### config.mk
export PLATFORM = sky130hd
export DESIGN_NAME = dit_ctrl
export DESIGN_NICKNAME = d
export VERILOG_FILES = /design/src/rtl/core/dit_pkg.sv /design/src/rtl/core/dit_ctrl.sv
export SDC_FILE = /design/constraint.sdc
export NUM_CORES = 1
export LEC_CHECK = 0
export ABC_AREA = 1
export BUFFER_PORTS_ARGS = -buffer_cell sky130_fd_sc_hd__buf_2
export CAP_MARGIN = 15
export CORE_AREA = 2 2 39 41
export DETAILED_ROUTE_END_ITERATION = 7
export DIE_AREA = 0 0 41 43
export SETUP_SLACK_MARGIN = 0.1
export SYNTH_ARGS = -nofsm -noshare
export SYNTH_HDL_FRONTEND = slang
export SYNTH_SLANG_ARGS = --single-unit
### constraint.sdc
create_clock -name clk_i -period 1 [get_ports clk_i]
set_clock_uncertainty 0.2 [all_clocks]
set_input_delay 0.05 -clock clk_i [delete_from_list [all_inputs] [get_ports clk_i]]
set_output_delay 0.05 -clock clk_i [all_outputs]
set_load 0.005 [all_outputs]
### src/rtl/core/dit_pkg.sv
`default_nettype none
// ---------------------------------------------------------------------------
// dit_pkg
// Shared types and sizes of the disjoint interval tracker.
// ---------------------------------------------------------------------------
package dit_pkg;

  localparam int unsigned MAX_INTERVALS = 16;
  localparam int unsigned VALUE_BITS    = 31;
  localparam int unsigned IDX_W         = $clog2(MAX_INTERVALS);
  localparam int unsigned CNT_W         = $clog2(MAX_INTERVALS + 1);

  localparam logic MODE_ADD  = 1'b0;
  localparam logic MODE_DUMP = 1'b1;

  localparam logic KIND_ACK  = 1'b0;
  localparam logic KIND_DUMP = 1'b1;

  localparam logic STATUS_OK      = 1'b0;
  localparam logic STATUS_DROPPED = 1'b1;

  typedef struct packed {
    logic                  mode;
    logic [VALUE_BITS-1:0] value;
  } in_t;

  typedef struct packed {
    logic                  result_kind;
    logic [VALUE_BITS-1:0] range_start;
    logic [VALUE_BITS-1:0] range_end;
    logic                  is_last;
    logic                  is_empty;
    logic                  status;
    logic [CNT_W-1:0]      interval_count;
  } out_t;

  // controller to datapath
  typedef struct packed {
    logic take;  // input transfer: capture value, run the parallel compare
    logic upd;   // apply the add and load the acknowledgement
    logic emit;  // load the next dump result
  } cmd_t;

  // datapath to controller
  typedef struct packed {
    logic out_free;   // output register can take a result this cycle
    logic dump_last;  // the dump result at hand is the final one
  } stat_t;

endpackage : dit_pkg
`default_nettype wire

### src/rtl/core/dit_ctrl.sv
`default_nettype none
// ---------------------------------------------------------------------------
// dit_ctrl
// Sequencer: accepts items, steps an add through its update state and a
// dump through one emit per reported interval, each while the output is free.
// ---------------------------------------------------------------------------
module dit_ctrl (
  input  wire logic          clk_i,
  input  wire logic          rst_ni,
  input  wire logic          in_valid_i,
  input  wire logic          in_mode_i,
  output logic               in_ready_o,
  input  wire dit_pkg::stat_t stat_i,
  output dit_pkg::cmd_t      cmd_o
);

  typedef enum logic [1:0] {
    ST_IDLE,
    ST_UPD,
    ST_DUMP
  } state_e;

  state_e state_q, state_d;
  logic   ready_q;

  always_comb begin
    state_d    = state_q;
    cmd_o      = '0;
    cmd_o.take = in_valid_i && ready_q;
    case (state_q)
      ST_IDLE: begin
        if (cmd_o.take) begin
          state_d = (in_mode_i == dit_pkg::MODE_DUMP) ? ST_DUMP : ST_UPD;
        end
      end
      ST_UPD: begin
        if (stat_i.out_free) begin
          cmd_o.upd = 1'b1;
          state_d   = ST_IDLE;
        end
      end
      ST_DUMP: begin
        if (stat_i.out_free) begin
          cmd_o.emit = 1'b1;
          if (stat_i.dump_last) begin
            state_d = ST_IDLE;
          end
        end
      end
      default: begin
        state_d = ST_IDLE;
      end
    endcase
  end

  always_ff @(posedge clk_i or negedge rst_ni) begin
    if (!rst_ni) begin
      state_q <= ST_IDLE;
      ready_q <= 1'b0;
    end else begin
      state_q <= state_d;
      ready_q <= (state_d == ST_IDLE);
    end
  end

  assign in_ready_o = ready_q;

endmodule : dit_ctrl
`default_nettype wire

# Word level (Yosys, flattened, before mapping)
# Index checks and enable logic that the tools add are counted.
# op_classes
mul	0
n_eq_ne	2
reduce_logical	3
n_lt_le_gt_ge	0
n_div	0
addsub	0
shift	0
n_bitwise	0
mux	9
# op_table
operator	n
2-bit two-way mux	5
2-bit case mux with 3 select lines	1
2-bit logical NOT	2
1-bit two-way mux	3
2-bit by 1-bit == test with 1-bit output (second input constant)	1
2-bit == test (second input constant)	1
1-bit logical AND	1
# word_totals
elab_cells	16
out_inout_bits	4
ff_bits	3
inputBits	6
latchBits	0
romBits	0
mem_count	0
mem_bits_rw	0

# Depth between registers and ports, before layout
# logic_depth
ltp_word	4
mapped_depth	5
ltp_nobuf	5

# Least setup slack after synthesis
# OpenSTA, ideal clock, no wires.
# synth_path
kind	reg-to-reg
startpoint	reg state_q[1]
endpoint	reg ready_q, in the netlist in_ready_o
n_path_buf	0
required_ns	0.685
setup_slack_ns	-0.003
synth_period_minus_slack_ns	1.003
path_stages_with_launch	5
setup_ns	0.115
arrival_time_ns	0.688
path_cell_list	dfrtp_1 > nor2_1 > nand3_1 > nand2_1 > nor2_1
# synth_via
elab_cells_between_ends	9
classes_between	eq/ne (2); mux (5); reduce/logical (2)
# synth_lines
item	line	text
from (decl)	dit_ctrl.sv:23	state_e state_q, state_d;
from (signal assigned)	dit_ctrl.sv:61	state_q <= state_d;
2-bit == test (tied with other cells)	dit_ctrl.sv:30	case (state_q)
2-bit case mux with 3 select lines *	dit_ctrl.sv:30	
net state_d[0]	dit_ctrl.sv:23	
2-bit logical NOT *	dit_ctrl.sv:62	ready_q <= (state_d == ST_IDLE);
to (signal assigned)	dit_ctrl.sv:62	
to (decl)	dit_ctrl.sv:24	logic ready_q;
# The timed path passes the listed nets; every way through them passes the cells marked *.

==> results.tsv <==
metric	value	unit
Core Rows	14	
Detailed Routing Iterations Pass 1	2	
startpoint types	register	
Required @ worst endpoint	0.75	ns
maximum number of pins on one net before global-route repair	5	
vias per cell	3.358	
Worst-Margin Slew	0.1526	ns
max frequency	842.6	MHz
die width	41	µm
max_cap viols	0	
Max clock buf depth	2	
via count	178	
clk sinks	3	
All-Layer GR Usage	5.231	%
worst path arrival time	0.94	ns
top cell type by total area after synthesis	dfrtp_1	
initial drt markers	2	
synthesis-stage register bit count	3	
RSZ-0062 raised after global routing	true	
core area	1384	µm²
Power Dens Cells	2542	nW/µm²
HP Class	input port to register	
port bufs	9	
net count reported at finish	44	
layout cells sized above 1	56.76	%
Yosys warnings	0	
first-pass GRT wire length	503	µm
Worst setup EP type	output pin	
clk root buf	clkbuf_4	
final estimated routing congestion in global placement	0.6085	
Final Max Slew Viols	0	
clk_lat worst skew	0.23	ns
Fillers	161	
Final Hold Slack	-0.08484	ns
Cells after Synth	21	
mean area per synthesized cell	7.209	µm²
CTS Buf Count	3	
Die Y	43	µm
antenna violations before repair	0	
TNS Setup	-0.6990	ns
area delta synth->final	90.91	%
gr ovfl total	0	
Leak Pwr	0.1598	nW
Synth top area share	49.59	%
Area after DPL	216.5	µm²
TritonCTS clock tree	done	
Final min period	1.187	ns
status	finished, violations left	
initial core utilization	10.94	%
WL final	386	µm
remaining antenna violation count	0	
Antenna Cells	0	
multi-input logic area	72.57	µm²
unique cell type count in the Yosys netlist	7	
Period Utilization, post-route	118.7	%
H-tree depth	1	
Worst-path clk slew	0.03	ns
post-synthesis sequential area ratio	49.59	%
Setup WS pre-CTS	-0.06127	ns
boundary pin count	10	
Crit Path Class	register to output pin	
Mapped Area	151.4	µm²
Fin. Hold Viols	6	
relative slew slack	89.83	%
Synth Net Count	27	
DP Wirelength	293.1	µm
die area	1763	µm²
Area contributors post-synth	dfrtp_1 (50%), inv_1 (12%), nand3_1 (9.9%)	
Final Cell Area	289.0	µm²
peak supply drop	0.3752	mV
Max FO, Critical Path	4	
area occupied by registers	75.07	µm²
DR DRC count	0	
# setup viols final	6	
wire per inst	7.283	µm
vias in the first global route	158	
CTS Hold Bufs	1	
failing checks	negative hold slack, negative setup slack	
fin worst setup slack	-0.1868	ns
[worst max-delay path, cell delays in order, from the launching register on]
cell and delay [ns]:
dfrtp_1 0.40, inv_1 0.09, nor3_2 0.10, buf_2 0.13
[flip-flops by register name, summed over array words and instances (netlist names)]
| signal | count |
|---|---|
| state_q | 2 |
| in_ready_o | 1 |
[metal layers]
layer / track usage [%] / share of wire [%] / up-vias
li1: - / - / 97
met1: 3.560 / 37 / 75
met2: 6.250 / 53 / 6
met3: 3.141 / 10 / 0
met4: 10.00 / 0 / 0
met5: 0 / 0 / -
[synth_stat cells]
cell type	instances
dfrtp_1	3
inv_1	5
nand2_1	4
nand2_2	1
nand3_1	3
nor2_1	3
nor3_1	2
[stage by stage]
stage                     cells  util (%)  total power, mW
final                        53     20.89           0.7348
after global routing         53     20.89           0.8017
after CTS                    53     20.07           0.7141
after detailed placement     46     15.64           0.4226
after global placement       46     15.64           0.4194
after floorplan              21         -           0.3404
[power breakdown]
group	internal (mW)	switching (mW)	total, mW
combinational	0.154	0.140	0.294
sequential	0.177	0.0504	0.227
clock	0.150	0.0638	0.213
[kinds of logic (layout without fill, tap and decap cells)]
group                  count (synthesis)  in the layout  synth area share, %
AND/OR/NAND/NOR                       13             13                38.01
buffers and inverters                  5             21                12.40
flip-flops                             3              3                49.59
[placed cells by master, fill, tap and decap left out]
cell type / instances
buf_2: 8
buf_4: 2
buf_6: 1
clkbuf_1: 1
clkbuf_4: 3
dfrtp_1: 3
dlygate4sd3_1: 1
inv_1: 3
inv_2: 2
nand2_1: 3
nand2_2: 2
nand3_1: 3
nor2_1: 2
nor2_2: 1
nor3_2: 2
[area by class of cell]
| class | instances | share of cell area (%) |
|---|---|---|
| clock buffer | 4 | 9.091 |
| timing repair buffer | 12 | 26.41 |
| inverter | 5 | 6.494 |
| sequential | 3 | 25.97 |
| tap | 16 | 6.926 |
| multi-input combinational | 13 | 25.11 |
[path summary, 6_finish.rpt]
path                            start          to  slack (ns)  cells after the start
max reg2reg                state_q[1]  in_ready_o       -0.14                      5
min reg2reg                state_q[0]  state_q[1]        0.42                      3
min                         stat_i[0]  state_q[1]       -0.08                      4
min in group asynchronous      rst_ni  in_ready_o       -0.06                      2
max in group asynchronous      rst_ni  state_q[0]        0.56                      2
max                        state_q[0]    cmd_o[1]       -0.19                      3
[timing repair]
item                       in CTS  in global routing
buffers inserted                2                  0
resized for setup               3                  4
pin swaps                       1                  1
setup endpoints to repair       7                  7
hold endpoints to repair        6                  5
No activity file was read; power rests on OpenSTA's default activity.
